$ cat src/rtl/core/itoa_pkg.sv
`default_nettype none

package itoa_pkg;

   // width of the signed input value
   localparam int VALUE_BITS = 32;
   localparam int RADIX_W    = 5;
   localparam int DIGIT_W    = 4;
   localparam int CHAR_W     = 8;

   localparam logic [RADIX_W-1:0] RADIX_MIN = RADIX_W'(2);
   localparam logic [RADIX_W-1:0] RADIX_MAX = RADIX_W'(16);

   localparam logic [CHAR_W-1:0] CHAR_ZERO  = 8'h30;  // '0'
   localparam logic [CHAR_W-1:0] CHAR_UPPER = 8'h41;  // 'A'
   localparam logic [CHAR_W-1:0] CHAR_MINUS = 8'h2d;  // '-'
   localparam logic [DIGIT_W-1:0] DIGIT_NINE = DIGIT_W'(9);
   localparam logic [DIGIT_W-1:0] DIGIT_TEN  = DIGIT_W'(10);

   typedef struct packed {
      logic signed [VALUE_BITS-1:0] value;
      logic [RADIX_W-1:0]           radix;
   } itoa_req_type;

   typedef struct packed {
      logic [CHAR_W-1:0] char_code;
      logic              last_char;
   } itoa_rsp_type;

   // quotient bit handed from one digit cell to the next
   typedef struct packed {
      logic valid;
      logic carry;
   } itoa_link_type;

   // broadcast control to every digit cell
   typedef struct packed {
      logic clear;
      logic shift;
   } itoa_ctrl_type;

   function automatic logic [RADIX_W-1:0] clamp_radix(input logic [RADIX_W-1:0] r);
      logic [RADIX_W-1:0] res;
      res = r;
      if (r < RADIX_MIN) begin
         res = RADIX_MIN;
      end else if (r > RADIX_MAX) begin
         res = RADIX_MAX;
      end
      return res;
   endfunction

   function automatic logic [CHAR_W-1:0] digit_code(input logic [DIGIT_W-1:0] d);
      logic [CHAR_W-1:0] res;
      if (d > DIGIT_NINE) begin
         res = CHAR_UPPER + CHAR_W'(d - DIGIT_TEN);
      end else begin
         res = CHAR_ZERO + CHAR_W'(d);
      end
      return res;
   endfunction

endpackage

`default_nettype wire

$ cat src/rtl/core/itoa_digit_cell.sv
`default_nettype none

// one digit position: a bit-serial remainder by the radix, the quotient
// bit stream goes on, registered, to the next position
module itoa_digit_cell
   import itoa_pkg::*;
(
   input  wire logic               clock,
   input  wire logic               reset,
   input  wire itoa_ctrl_type      ctrl,
   input  wire logic [RADIX_W-1:0] radix,
   input  wire itoa_link_type      link_in,
   input  wire logic [DIGIT_W-1:0] shift_in,
   output      itoa_link_type      link_out,
   output      logic [DIGIT_W-1:0] digit
);

   logic [DIGIT_W-1:0] digit_ff, digit_in;
   logic               valid_ff;
   logic               carry_ff;
   logic [RADIX_W-1:0] trial;
   logic [RADIX_W-1:0] diff;
   logic               ge;

   // double and add the incoming bit, subtract the radix once if it fits
   assign trial = {digit_ff, link_in.carry};
   assign ge    = (trial >= radix);
   assign diff  = trial - radix;

   always_comb begin
      priority if (ctrl.clear) begin
         digit_in = '0;
      end else if (ctrl.shift) begin
         digit_in = shift_in;
      end else if (link_in.valid) begin
         digit_in = ge ? diff[DIGIT_W-1:0] : trial[DIGIT_W-1:0];
      end else begin
         digit_in = digit_ff;
      end
   end

   always_ff @(posedge clock) begin
      digit_ff <= digit_in;
      carry_ff <= ge;
   end

   always_ff @(posedge clock) begin
      if (reset) begin
         valid_ff <= 1'b0;
      end else begin
         valid_ff <= link_in.valid;
      end
   end

   assign link_out.valid = valid_ff;
   assign link_out.carry = carry_ff;
   assign digit          = digit_ff;

endmodule

`default_nettype wire

$ cat src/rtl/core/integer_to_ascii_radix_core.sv
`default_nettype none

// Converts a signed VALUE_BITS-bit integer to text in a radix from 2 to 16
// (out-of-range radix codes saturate), most significant character first, with
// a leading '-' for negative values and no leading zeros; zero gives "0".
// A transfer is taken when start is high and busy is low. Each character is
// shown on rsp_data for one cycle with rsp_valid high; the receiver cannot
// stall, and last_char marks the final character. The magnitude is shifted
// MSB first into a row of VALUE_BITS digit cells, each cell passing its
// quotient bit on to its upper neighbor through a register; the digits are
// then shifted out of the top cell one per cycle. busy stays high through
// conversion and shift-out, so a new item is taken only after the last one
// is through. The '-' comes out during conversion; the last character
// appears in the first cycle with busy low.
module integer_to_ascii_radix_core
   import itoa_pkg::*;
(
   input  wire logic         clock,
   input  wire logic         reset,
   input  wire logic         start,
   output      logic         busy,
   input  wire itoa_req_type req_data,
   output      logic         rsp_valid,
   output      itoa_rsp_type rsp_data
);

   localparam int CNT_W = $clog2(2 * VALUE_BITS);
   localparam logic [CNT_W-1:0] FEED_LAST = CNT_W'(VALUE_BITS - 1);
   localparam logic [CNT_W-1:0] CONV_LAST = CNT_W'(2 * VALUE_BITS - 2);

   localparam logic [1:0] ST_IDLE = 2'd0;
   localparam logic [1:0] ST_CONV = 2'd1;
   localparam logic [1:0] ST_OUT  = 2'd2;

   logic [1:0]            state_ff, state_in;
   logic [CNT_W-1:0]      cnt_ff, cnt_in;
   logic [VALUE_BITS-1:0] mag_ff, mag_in;
   logic [RADIX_W-1:0]    radix_ff, radix_in;
   logic                  neg_ff, neg_in;
   logic                  started_ff, started_in;
   logic                  rsp_valid_ff, rsp_valid_in;
   itoa_rsp_type          rsp_ff, rsp_in;

   logic                  accept;
   logic [VALUE_BITS-1:0] raw;
   itoa_ctrl_type         ctrl;
   itoa_link_type         link [VALUE_BITS+1];
   logic [DIGIT_W-1:0]    digit [VALUE_BITS];
   logic [DIGIT_W-1:0]    digit_below [VALUE_BITS];
   logic [DIGIT_W-1:0]    top_digit;
   logic                  emit_digit;

   assign accept    = start && !busy;
   assign busy      = (state_ff != ST_IDLE);
   assign raw       = req_data.value;
   assign top_digit = digit[VALUE_BITS-1];

   assign ctrl.clear = accept;
   assign ctrl.shift = (state_ff == ST_OUT);

   // feed the magnitude MSB first into the lowest cell
   assign link[0].valid = (state_ff == ST_CONV) && (cnt_ff <= FEED_LAST);
   assign link[0].carry = mag_ff[VALUE_BITS-1];

   genvar gi;
   generate
      for (gi = 0; gi < VALUE_BITS; gi++) begin : g_cell
         if (gi == 0) begin : g_low
            assign digit_below[gi] = '0;
         end else begin : g_up
            assign digit_below[gi] = digit[gi-1];
         end
         itoa_digit_cell u_cell (
            .clock    (clock),
            .reset    (reset),
            .ctrl     (ctrl),
            .radix    (radix_ff),
            .link_in  (link[gi]),
            .shift_in (digit_below[gi]),
            .link_out (link[gi+1]),
            .digit    (digit[gi])
         );
      end
   endgenerate

   // leading zeros are dropped, but the units digit always goes out
   assign emit_digit = (state_ff == ST_OUT) &&
                       (started_ff || (top_digit != '0) || (cnt_ff == FEED_LAST));

   always_comb begin
      state_in     = state_ff;
      cnt_in       = cnt_ff;
      mag_in       = mag_ff;
      radix_in     = radix_ff;
      neg_in       = neg_ff;
      started_in   = started_ff;
      rsp_valid_in = 1'b0;
      rsp_in       = rsp_ff;
      unique case (state_ff)
         ST_IDLE: begin
            if (accept) begin
               state_in   = ST_CONV;
               cnt_in     = '0;
               neg_in     = raw[VALUE_BITS-1];
               mag_in     = raw[VALUE_BITS-1] ? (~raw + VALUE_BITS'(1)) : raw;
               radix_in   = clamp_radix(req_data.radix);
               started_in = 1'b0;
            end
         end
         ST_CONV: begin
            mag_in = {mag_ff[VALUE_BITS-2:0], 1'b0};
            if ((cnt_ff == '0) && neg_ff) begin
               rsp_valid_in     = 1'b1;
               rsp_in.char_code = CHAR_MINUS;
               rsp_in.last_char = 1'b0;
            end
            if (cnt_ff == CONV_LAST) begin
               state_in = ST_OUT;
               cnt_in   = '0;
            end else begin
               cnt_in = cnt_ff + CNT_W'(1);
            end
         end
         ST_OUT: begin
            if (emit_digit) begin
               rsp_valid_in     = 1'b1;
               rsp_in.char_code = digit_code(top_digit);
               rsp_in.last_char = (cnt_ff == FEED_LAST);
               started_in       = 1'b1;
            end
            if (cnt_ff == FEED_LAST) begin
               state_in = ST_IDLE;
               cnt_in   = '0;
            end else begin
               cnt_in = cnt_ff + CNT_W'(1);
            end
         end
         default: begin
            state_in = ST_IDLE;
            cnt_in   = '0;
         end
      endcase
   end

   always_ff @(posedge clock) begin
      if (reset) begin
         state_ff     <= ST_IDLE;
         cnt_ff       <= '0;
         started_ff   <= 1'b0;
         rsp_valid_ff <= 1'b0;
      end else begin
         state_ff     <= state_in;
         cnt_ff       <= cnt_in;
         started_ff   <= started_in;
         rsp_valid_ff <= rsp_valid_in;
      end
   end

   always_ff @(posedge clock) begin
      mag_ff   <= mag_in;
      radix_ff <= radix_in;
      neg_ff   <= neg_in;
      rsp_ff   <= rsp_in;
   end

   assign rsp_valid = rsp_valid_ff;
   assign rsp_data  = rsp_ff;

`ifndef SYNTHESIS
   a_accept_starts: assert property (@(posedge clock) disable iff (reset)
      accept |=> (state_ff == ST_CONV) && (cnt_ff == '0))
      else $error("accepted transfer did not start conversion");

   a_no_top_carry: assert property (@(posedge clock) disable iff (reset)
      link[VALUE_BITS].valid |-> !link[VALUE_BITS].carry)
      else $error("magnitude overflowed the digit row");

   a_row_quiet_on_out: assert property (@(posedge clock) disable iff (reset)
      (state_ff == ST_OUT) |-> !link[VALUE_BITS-1].valid)
      else $error("digit row still converting while shifting out");

   a_last_then_gap: assert property (@(posedge clock) disable iff (reset)
      (rsp_valid && rsp_data.last_char) |=> !rsp_valid)
      else $error("character transfer right after the last character");
`endif

endmodule

`default_nettype wire
$ cat config.mk
export PLATFORM = sky130hd
export DESIGN_NAME = integer_to_ascii_radix_core
export DESIGN_NICKNAME = d
export VERILOG_FILES = /design/src/rtl/core/itoa_pkg.sv /design/src/rtl/core/itoa_digit_cell.sv /design/src/rtl/core/integer_to_ascii_radix_core.sv
export SDC_FILE = /design/constraint.sdc
export NUM_CORES = 1
export LEC_CHECK = 0
export ABC_AREA = 1
export BUFFER_PORTS_ARGS = -buffer_cell sky130_fd_sc_hd__buf_4
export CAP_MARGIN = 5
export CORE_MARGIN = 2
export CORE_UTILIZATION = 25
export DETAILED_ROUTE_END_ITERATION = 8
export PLACE_DENSITY_LB_ADDON = 0.1
export SLEW_MARGIN = 20
export SYNTH_ARGS = -nofsm -noshare
export SYNTH_HDL_FRONTEND = slang
export SYNTH_SLANG_ARGS = --single-unit
$ cat constraint.sdc
create_clock -name clock -period 4.3 [get_ports clock]
set_clock_uncertainty 0.1 [all_clocks]
set_input_delay 0.215 -clock clock [delete_from_list [all_inputs] [get_ports clock]]
set_output_delay 0.215 -clock clock [all_outputs]
set_load 0.02 [all_outputs]
==> results of run 1 <==
[critical path, cell delays in order, from the launching register on]
cell	delay (ns)
sky130_fd_sc_hd__edfxtp_1	0.38
sky130_fd_sc_hd__inv_2	0.44
sky130_fd_sc_hd__buf_4	0.43
sky130_fd_sc_hd__ha_1	0.31
sky130_fd_sc_hd__a21oi_1	0.41
sky130_fd_sc_hd__nand3_2	0.22
sky130_fd_sc_hd__nand2_1	0.10
sky130_fd_sc_hd__nand3_1	0.09
sky130_fd_sc_hd__a21oi_1	0.13
[kinds of logic (layout without fill, tap and decap cells)]
group / count (synthesis) / in the layout / share of synthesized area (%)
and+or+nand+nor: 988 / 988 / 27.0
adders and majority gates: 204 / 204 / 16.0
xor gates and xnor gates: 38 / 38 / 1.90
other: 1 / 1 / 0.0214
DFF: 246 / 246 / 30.8
buffers and inverters: 376 / 488 / 8.60
AOI/OAI and AO/OA: 465 / 465 / 15.7
[layout make-up]
type / instances / share of cell area, %
Multi-Input combinational cell: 1696 / 52.1
Sequential cell: 246 / 26.4
Inverter: 324 / 5.97
Tap cell: 931 / 5.71
Clock buffer: 56 / 5.23
Timing Repair Buffer: 101 / 4.40
Clock inverter: 7 / 0.221
[cell usage in the layout, fill, tap and decap left out, types with 35 or more instances in the layout]
master | synthesis | layout
sky130_fd_sc_hd__dfxtp_1 | 200 | 200
sky130_fd_sc_hd__nand2_1 | 418 | 418
sky130_fd_sc_hd__a21oi_1 | 239 | 238
sky130_fd_sc_hd__o21ai_0 | 53 | 53
sky130_fd_sc_hd__clkbuf_16 | 0 | 37
sky130_fd_sc_hd__a22oi_1 | 124 | 124
sky130_fd_sc_hd__nor2_1 | 135 | 135
sky130_fd_sc_hd__buf_4 | 5 | 62
sky130_fd_sc_hd__dlygate4sd3_1 | 0 | 35
sky130_fd_sc_hd__nor2_2 | 39 | 39
sky130_fd_sc_hd__nand3_1 | 180 | 180
sky130_fd_sc_hd__inv_1 | 321 | 317
sky130_fd_sc_hd__nand4_1 | 137 | 137
sky130_fd_sc_hd__ha_1 | 172 | 171
sky130_fd_sc_hd__edfxtp_1 | 46 | 46
[flip-flops by register name, indices dropped and copies added (netlist names), 2 cells and up]
name	cells
g_cell.u_cell.digit	128
mag_ff	32
g_cell.u_cell.carry_ff	31
g_cell.u_cell.valid_ff	31
rsp_data	8
cnt_ff	6
radix_ff	5
state_ff	2
[metal layers]
| metal | track usage [%] | up-vias | part of all wire [%] |
|---|---|---|---|
| met5 | 0 | - | 0 |
| met4 | 4.41 | 0 | 2.3 |
| met3 | 2.07 | 70 | 3.5 |
| met2 | 23.7 | 240 | 45 |
| met1 | 18.7 | 7462 | 49 |
| li1 | - | 8207 | - |
[what timing repair did]
item,in CTS,in global routing
setup buffers,0,0
endpoints found under the hold margin,37,0
hold buffers,35,0
[through the flow]
| stage | instances | worst slack [ns] | power (mW) | hold slack [ns] |
|---|---|---|---|---|
| CTS | 3361 | 1.56 | 9.75 | 0.00325 |
| global route | 3361 | 1.32 | 10.3 | 0.0486 |
| global placement | 3261 | 1.55 | 6.73 | 0.344 |
| finish | 3361 | 1.59 | 9.54 | 0.0504 |
| floorplan | 2318 | 0.703 | 5.66 | 0.214 |
| detailed placement | 3263 | 1.58 | 6.76 | 0.341 |
[report_power, final]
group | switching (mW) | total (mW) | internal [mW] | leakage (nW)
combinational | 2.55 | 3.79 | 1.24 | 6.24
clock | 1.15 | 2.85 | 1.70 | 0.545
sequential | 0.143 | 2.90 | 2.75 | 2.06
total | 3.84 | 9.54 | 5.69 | 8.84
[how the worst max path moves through the flow]
| stage | startpoint | to | slack (ns) | cells past startpoint |
|---|---|---|---|---|
| 2_1_floorplan | radix_ff[1] | g_cell[0].u_cell.digit[0] | 0.70 | 10 |
| 5_1_grt | radix_ff[4] | g_cell[22].u_cell.digit[1] | 1.32 | 8 |
| 4_1_cts | radix_ff[4] | g_cell[22].u_cell.digit[1] | 1.56 | 8 |
| 3_5_place_dp | radix_ff[4] | g_cell[22].u_cell.digit[1] | 1.58 | 8 |
| 6_report | radix_ff[4] | g_cell[22].u_cell.digit[1] | 1.59 | 8 |
| 3_3_place_gp | radix_ff[0] | g_cell[3].u_cell.digit[3] | 1.55 | 9 |
==> impl.org, run 1 <==
** Outcome
- The flow ran to the end, and the final reports show no timing, DRC or antenna violations.

** STA
- Slew at the pin closest to its max-slew limit :: 0.900 ns
- The worst pin sits at a relative slew slack of 40.0%.
- The routed design could run at a clock period as short as 2.71 ns.
- The max-slew violation count is 0.
- Ratio of final minimum period to clock period :: 63.1%
- RSZ-0062 raised after global routing :: false
- The final hold violation count is 0.
- Setup violations remaining at the end of the flow were counted as 0.
- Max Fclk :: 0.369 GHz
- After routing, the total negative slack on setup checks comes to 0 ns.

** Placement
- Final Wtd Congestion :: 0.807
- The placed instances occupy a cell area of 18900 um2.
- Sum of net half-perimeters after detailed placement :: 35.3 mm
- The count of buffers added on input and output ports is 49.

** Cells and area
- Across the whole layout, storage elements account for 5390 um2.
- After filler insertion, the fill cell instance count of the layout stands at 7465.
- Cells with a size suffix above 1 make up 9.84% of the layout.
- Antenna diodes :: 0
- Cells fill 29.6% of the core in the end.
- After routing the design area is 20400 um2.
- The area growth from synthesis to layout is 16.7%.
- At the end of the flow, the number of nets in the layout was 2649.
- Area of combinational cells with multiple inputs :: 10600 um2

** Routing
- First drt pass iteration count :: 5
- Summed over all layers, the routed wires come to 50.5 mm.
- After detailed routing, the average wire length per cell comes to 15.0 um.
- Count of antenna-violating nets left after detailed routing :: 0
- The detailed router finished its first iteration with 734 violations.
- After detailed routing, the number of remaining DRC violations is 0.
- Via density :: 4.75
- Total via count in the routed design :: 15979

** Synthesis
- List of most frequent post-synthesis cells :: sky130_fd_sc_hd__nand2_1, sky130_fd_sc_hd__inv_1, sky130_fd_sc_hd__a21oi_1
- Counting flops with an async set or reset pin after synthesis yields a share of 0%.
- After synthesis, the netlist uses 39 different library cells.
- Total nets after synthesis :: 2562
- The top cell type by area accounts for 22.9% of the synthesized area.
- The mapped netlist covers 17500 um2.
- Ranking of synthesized cells by area :: sky130_fd_sc_hd__dfxtp_1, sky130_fd_sc_hd__ha_1, sky130_fd_sc_hd__nand2_1, sky130_fd_sc_hd__edfxtp_1, sky130_fd_sc_hd__inv_1
- Mean instance size in the synthesized netlist :: 7.55 um2
- Most instantiated library cell after synthesis :: sky130_fd_sc_hd__nand2_1
- Sequential area share after synthesis :: 30.8%
- sky130_fd_sc_hd__dfxtp_1 takes more of the synthesized area than any other cell.
- Total of warnings raised by yosys :: 0
- Gate Count Post-Synth :: 2318
- Count of state elements after synthesis :: 246
- Number of enable-type register cells in the synthesized netlist :: 46
- The most used flip-flop cell after synthesis is sky130_fd_sc_hd__dfxtp_1.

** Floorplanning
- Die Width :: 269 um
- Std cell rows :: 96
- The die is 269 um tall.
- The floorplan step defined a die boundary enclosing 72100 um2.
- The initial utilization of the core area, before any placement, comes to 25.4%.
- Area of the placeable core :: 68900 um2
- Number of placed I/O pins :: 51

** Pwr
- In this run the power density over the cells is 467 nW/um2.
- Highest ir drop seen on vdd :: 0.265 mV
- In this run the static leakage power is 8.84 nW.

** Global routing
- The via count of the first global-routing pass was 15699.
- GRT Residual Overflow :: 0
- The first global-routing pass estimated 83.1 mm of wire.
- Number of antenna violations at the first check in global routing :: 0
- Global routing used 14.2% of the available tracks across all layers.
- Entering global routing, the biggest net connects 111 pins.

** CTS
- The tree is rooted in a sky130_fd_sc_hd__clkbuf_16.
- Clock-pin slew was measured on the worst setup and hold paths at 0.06 ns.
- Latest clock arrival within the worst-skew pair :: 0.55 ns
- CTS max path bufs :: 3
- CTS H-tree depth :: 2
- TritonCTS built the clock tree.
- Number of gates resized after CTS :: 0
- Number of buffers created by CTS :: 36
- Number of sinks on the clock net :: 246

** Min path
- Worst-case hold path end point :: mag_ff[31]
- The worst hold path was traced through 4 stages.
- Hold Path Class :: primary input to flop
- Worst Hold Launch :: req_data[34]

** Worst setup path
- The worst setup path is launched from a flop.
- In this run the critical register-to-register path is launched from radix_ff[4].
- Worst setup path class :: flop to flop
- Crit path DAT :: 3.09 ns
- In this run the worst path has a maximum fanout of 17.
- Setup slack on the worst reg-to-reg path comes out at 1.59 ns.
- Sort of element at the end of the critical path :: flop
- The worst register-to-register path has a depth of 8.
- STA puts the critical path data required time at 4.68 ns.
- In this run the critical register-to-register path is captured at g_cell[22].u_cell.digit[1].

** Job
- Max Cap Viol :: 0
No activity file was read; power rests on OpenSTA's default activity.
==> run 2, diff against run 1 <==
Clock period 4.3 ns to 2.6 ns, I/O delays scaled along.
==> impl.org, run 2 (synthesized netlist as in run 1, its figures left out) <==
** Cells and area
- Post-route insts no fill :: 3370
- In the final layout, the share of cells above drive strength 1 is 11.2%.
- Antenna diodes :: 0
- Compared with the post-synthesis result, the final layout area differs by 18.3%.
- Most common cell after layout, fill and taps aside :: sky130_fd_sc_hd__nand2_1
- The register with the most flip-flops in the layout has 128 of them.
- Final core utilization :: 30.0%
- Commonest cells after routing, fill and taps aside :: sky130_fd_sc_hd__nand2_1, sky130_fd_sc_hd__inv_1, sky130_fd_sc_hd__a21oi_1, sky130_fd_sc_hd__dfxtp_1, sky130_fd_sc_hd__nand3_1
- Final #Nets :: 2658

** Placement
- Sum of net half-perimeters after detailed placement :: 34.1 mm
- Total instance count after detailed placement :: 3265
- Buffers placed on the I/O ports in this run total 49.
- The congestion estimate from routability-driven global placement came to 0.810.

** Worst setup path
- Along the worst path, the maximum fanout reaches 32.
- STA classifies the critical path startpoint as a flop.
- At the worst endpoint, the required time is 2.97 ns.
- Startpoint of the worst register-to-register path :: radix_ff[4]
- At the worst endpoint, the arrival time is 2.60 ns.
- Number of cells on the worst reg-to-reg path :: 8
- Sort of element at the end of the critical path :: flop
- Setup slack on the worst flop-to-flop path :: 0.36 ns
- The worst register-to-register path ends at g_cell[15].u_cell.digit[3].
- For this run, the slowest stage of the critical path takes 0.44 ns.
- By startpoint and endpoint, the worst setup path is classified as flop to flop.
- The slowest stage of the critical path is the sky130_fd_sc_hd__a21oi_1 cell.
- Walking the worst path, the cells encountered are inv_2, buf_12, ha_1, a21oi_1, nand3_2, nand2_1, nand3_1, a21oi_1.
- Most frequent cell on the critical path :: sky130_fd_sc_hd__a21oi_1

** Outcome
- The flow ran to the end, and the final reports show no timing, DRC or antenna violations.

** CTS
- Clock transition at the registers of the reported paths :: 0.05 ns
- Clock Tree Root :: sky130_fd_sc_hd__clkbuf_16
- CTS tree :: yes
- Post-CTS setup buffer count :: 0
- The longest clock path from root to sink contains 3 buffers.
- The later pin in the worst-skew pair is clocked with a latency of 0.55 ns.
- Buffers inserted during clock tree synthesis total 36.
- In this run the number of H-tree levels came out at 2.
- Number of sinks on the clock net :: 246

** Floorplanning
- 51 I/O pins were placed.
- The die is 269 um wide.
- Once the floorplan was initialized, standard cells occupied 25.4% of the core.
- Die area :: 72100 um2
- The core region is 68900 um2.
- Vertical die dimension :: 269 um
- Row generation in the floorplan step produced 96 rows.

** Global routing
- Vias in the first global route :: 15859
- Largest net degree at the start of global routing :: 82
- After global routing the overflow that remains totals 0.
- First-pass GRT wire length :: 83.2 mm
- Number of antenna violations at the first check in global routing :: 0
- GRT Resource Usage Total :: 14.2%

** Pwr
- Highest ir drop seen on vdd :: 0.408 mV
- Static leakage power :: 8.94 nW
- Power Density :: 772 nW/um2

** STA
- In the finished design, the share of the clock period the worst path needs comes to 86.0%.
- Count of final hold-check violations :: 0
- Measured against its own limit, the worst slew margin works out to 63.0%.
- At the pin with the least slew margin, the transition time is 0.555 ns.
- The tightest hold path in the finished design has a slack of 0.248 ns.
- Number of slew-limit violations in the final report :: 0
- RSZ-0062 raised after global routing :: false
- Setup violations remaining at the end of the flow were counted as 0.
- The smallest clock period supported by the final layout is computed as 2.24 ns.
- Max Fclk :: 0.447 GHz

** Min path
- Cells on Worst Hold Path :: 2
- Worst-case hold path end point :: radix_ff[4]
- The worst hold path belongs to the class primary input to flop.
- Worst Hold Launch :: req_data[4]

** Routing
- The first detailed-routing pass ran for 5 iterations.
- Summed over all nets, wire length on met2 after detailed routing comes to 22.2 mm.
- The detailed router put a total of 25.5 mm of wire on met1.
- Post-DR wirelength/cell :: 14.9 um
- Dividing the detail-routed via count by the number of cells gives 4.72.
- The detailed router used layers up to and including met4.
- Met3 WL :: 1.30 mm
- Drt first-iter violations :: 838
- Summing over every cut layer, the via total after detailed routing is 15920.
- For this run, design rule violations remaining after detail routing come to 0.
- Count of antenna-violating nets left after detailed routing :: 0
- The routed design has 50.1 mm of wire.

** Job
- Across the run, the number of max-cap violations was 0.
## run 2: what timing repair did
action                    4_1_cts  5_1_grt
resized for setup               0        0
hold buffers                   41        0
hold endpoints to repair       57        0
## run 2: per-layer routing
| metal | GRT usage, % | up-vias |
|---|---|---|
| met3 | 2.03 | 69 |
| met1 | 19.7 | 7468 |
| met4 | 3.84 | 0 |
| met2 | 22.8 | 165 |
| li1 | - | 8218 |
| met5 | 0 | - |
## run 2: metrics by stage
| step | area (um2) | setup TNS (ns) | worst slack, ns | power (mW) |
|---|---|---|---|---|
| detailed placement | 19100 | 0 | 0.277 | 11.3 |
| finish | 20700 | 0 | 0.364 | 16.0 |
| floorplan | 17600 | -149.55 | -0.975 | 9.43 |
| CTS | 20700 | 0 | 0.287 | 16.2 |
| global placement | 19100 | 0 | 0.325 | 11.3 |
| global route | 20700 | 0 | 0.194 | 17.3 |
## run 2: cell type report
cell class | instances | area (um2)
clock buffers | 56 | 1090
well taps | 931 | 1160
multi-input cells | 1696 | 10700
fillers | 7525 | 48300
flip-flops and latches | 246 | 5390
repair buffers | 110 | 1070
clock inverters | 7 | 45.0
inverters | 324 | 1220
## run 2: worst max-delay path by stage
stage	cells after the start	end	slack [ns]	start
floorplan	8	g_cell[1].u_cell.digit[3]	-0.98	radix_ff[1]
global placement	5	mag_ff[17]	0.33	state_ff[0]
detailed placement	5	mag_ff[15]	0.28	state_ff[1]
CTS	5	mag_ff[27]	0.29	state_ff[0]
global route	8	g_cell[15].u_cell.digit[0]	0.19	radix_ff[4]
finish	8	g_cell[15].u_cell.digit[3]	0.36	radix_ff[4]
## run 2: where the power goes
group | switching [mW] | total [mW] | leakage (nW) | internal, mW
sequential | 0.216 | 4.77 | 2.06 | 4.55
combinational | 4.30 | 6.48 | 6.33 | 2.18
clock | 1.86 | 4.72 | 0.560 | 2.87
total | 6.38 | 16.0 | 8.94 | 9.60
## run 2: critical path, delay by kind of cell (launching register included)
kind	cells	cell delay [ns]
AOI/OAI and AO/OA	2	0.57
adders and majority gates	1	0.31
buffers and inverters	2	0.35
DFF	1	0.38
and+or+nand+nor	3	0.43
==> run 3, diff against run 2 <==
Settings changed: CORE_UTILIZATION 25 to 35, REMOVE_ABC_BUFFERS set to 1.
==> impl.org, run 3 (synthesized netlist as in run 1, its figures left out) <==
** Routing
- The detailed router placed 16035 vias in this run.
- First drt pass iteration count :: 5
- Post-DR wirelength/cell :: 15.2 um
- Once detail routing completed, the nets flagged for antenna violations numbered 0.
- Met2 WL :: 21.8 mm
- Top layer used by detailed routing :: met4
- After detailed routing, the number of remaining DRC violations is 0.
- Total Routed Length :: 47.2 mm
- In this run, the number of DRC markers left after iteration 0 of detailed routing was 867.
- Wl on met1 :: 23.3 mm
- Via density :: 5.15
- Met3 WL :: 1.31 mm

** CTS
- Number of sinks on the clock net :: 246
- For the worst-skew pair, the clock arrives at the later sink with an insertion delay of 0.53 ns.
- Number of gates resized after CTS :: 0
- In this run, CTS created clock tree buffers numbering 34.
- Clock transition at the registers of the reported paths :: 0.05 ns
- Post-CTS setup buffer count :: 0
- CTS max path bufs :: 3
- After clock tree synthesis, the flow added hold-fix buffers numbering 39.
- CTS tree :: yes
- The clock tree synthesis step divided the H-tree into 2 levels.
- Clock Tree Root :: sky130_fd_sc_hd__clkbuf_16

** Worst setup path
- The setup path with the least slack is of type flop to flop.
- At the worst endpoint, the arrival time is 2.55 ns.
- STA classifies the critical path endpoint as a flop.
- In this design, the stage delay of the slowest critical-path cell is 0.44 ns.
- For flop-to-flop paths, the worst setup slack is 0.40 ns.
- Endpoint required time on the critical path :: 2.96 ns
- Cell at the slowest stage of the critical path :: sky130_fd_sc_hd__edfxtp_1
- Most frequent cell on the critical path :: sky130_fd_sc_hd__nand2_1
- Critical Path Start Type :: flop
- Walking the worst path, the cells encountered are inv_2, buf_12, ha_1, nand2_1, inv_1, nand2_1, nand3_2, nand2_1, nand3_1, a21oi_1.
- Of all nets on the critical path, the largest fanout is 19.

** STA
- Final WS setup :: 0.403 ns
- For the finished layout, the period the worst path requires is 2.20 ns.
- Number of slew-limit violations in the final report :: 0
- Ratio of final minimum period to clock period :: 84.5%
- Headroom to the max-slew limit came out at 59.0%.
- Hold timing on the final database bottoms out at a slack of -0.0137 ns.
- For the final routed database, the setup TNS stands at 0 ns.
- Number of setup violations in the final report :: 0
- Slew at the pin closest to its max-slew limit :: 0.615 ns
- Count of final hold-check violations :: 5
- Timing would allow up to 0.455 GHz.
- Setup repair after global routing left no endpoint under its margin.

** Cells and area
- The register with the most flip-flops in the layout has 128 of them.
- With fillers left out, the area of the finished cells amounts to 20300 um2.
- Final #Nets :: 2669
- Final core utilization :: 41.4%
- The sequential cells in the finished layout cover a total of 5390 um2.
- Layout-stage area growth over the synthesis result :: 16.3%
- The finished layout holds 3113 standard cells, fillers aside.
- Antenna diodes :: 0
- The multi-input combinational cells in the finished layout cover a total of 10600 um2.
- Fraction of final layout cells sized beyond drive strength 1 :: 10.4%
- Count of fill cells added during filler insertion :: 4995
- Commonest cells after routing, fill and taps aside :: sky130_fd_sc_hd__nand2_1, sky130_fd_sc_hd__inv_1, sky130_fd_sc_hd__a21oi_1, sky130_fd_sc_hd__dfxtp_1, sky130_fd_sc_hd__nand3_1
- Most common cell after layout, fill and taps aside :: sky130_fd_sc_hd__nand2_1

** Global routing
- For this run, the total global-route usage over all layers was measured as 18.7%.
- First-pass GRT wire length :: 79.3 mm
- Number of antenna violations at the first check in global routing :: 0
- GRT Residual Overflow :: 0
- Vias in the first global route :: 15771
- Largest net degree at the start of global routing :: 83

** Floorplanning
- Die Width :: 228 um
- Vertical die dimension :: 228 um
- After floorplanning, the core was divided into 81 placement rows.
- Area of the placeable core :: 49200 um2
- Number of placed I/O pins :: 51
- Once the floorplan was initialized, standard cells occupied 35.6% of the core.
- Die area :: 51800 um2

** Placement
- Once detailed placement completed, the half-perimeter wirelength came to 32.4 mm.
- Once placement finished, the instance area stood at 18800 um2.
- Including well taps, the total number of placed cells is 3013.
- The congestion estimate from routability-driven global placement came to 0.831.
- Count of input and output buffers :: 49
- Setup WS pre-CTS :: 0.354 ns

** Pwr
- Power consumption :: 15.8 mW
- The analysis attributes to net switching a power of 6.19 mW.
- Highest ir drop seen on vdd :: 0.566 mV
- Power share of the sequential group :: 30.2%
- Net switching is 39.2% of the power.
- For this design the ratio of total power to cell area is 776 nW/um2.
- Part of the power in the clock network :: 29.2%
- Portion of total power attributed to combinational logic :: 40.6%
- Static leakage power :: 8.97 nW
- Internal Power :: 9.59 mW

** Outcome
- Result of the run :: finished with violations
- Failing checks :: hold timing

** Min path
- Hold Path Class :: primary input to flop

** Job
- Max-cap violations in this run came to 0.
==> run 3: worst paths after layout <==
check                                                start                          to  cells past startpoint
worst max-delay path                           radix_ff[1]  g_cell[23].u_cell.digit[1]                     10
worst min-delay path                                 reset   g_cell[9].u_cell.valid_ff                      2
worst min register to register  g_cell[20].u_cell.valid_ff  g_cell[21].u_cell.valid_ff                      2
worst max register to register                 radix_ff[1]  g_cell[23].u_cell.digit[1]                     10
==> run 3: layer usage <==
layer | up-vias | global-route usage, %
met5 | - | 0
met4 | 0 | 5.04
met3 | 59 | 2.31
met2 | 216 | 31.0
met1 | 7501 | 25.7
li1 | 8259 | -
==> run 3: final cells by class <==
type,count,area share (%)
clock inverter,6,0.154
tap,664,4.08
timing repair buffer,123,5.79
inverter,324,5.99
multi-input combinational,1696,52.2
clock buffer,54,5.27
sequential,246,26.5
==> run 3: power by group through the flow <==
stage               combinational (mW)  clock [mW]  sequential [mW]
finish                            6.41        4.61             4.76
global placement                  6.23           0             4.85
floorplan                         4.26           0             4.91
detailed placement                6.31           0             4.85
global route                      7.31        4.91             4.82
CTS                               6.38        4.78             4.78
==> run 3: critical path, delay by kind of cell, from the launching register on <==
kind            cells  cell delay, ns
simple gates        5            0.58
fa+ha+maj           1            0.25
buf+inv             3            0.58
flops               1            0.44
compound gates      1            0.14
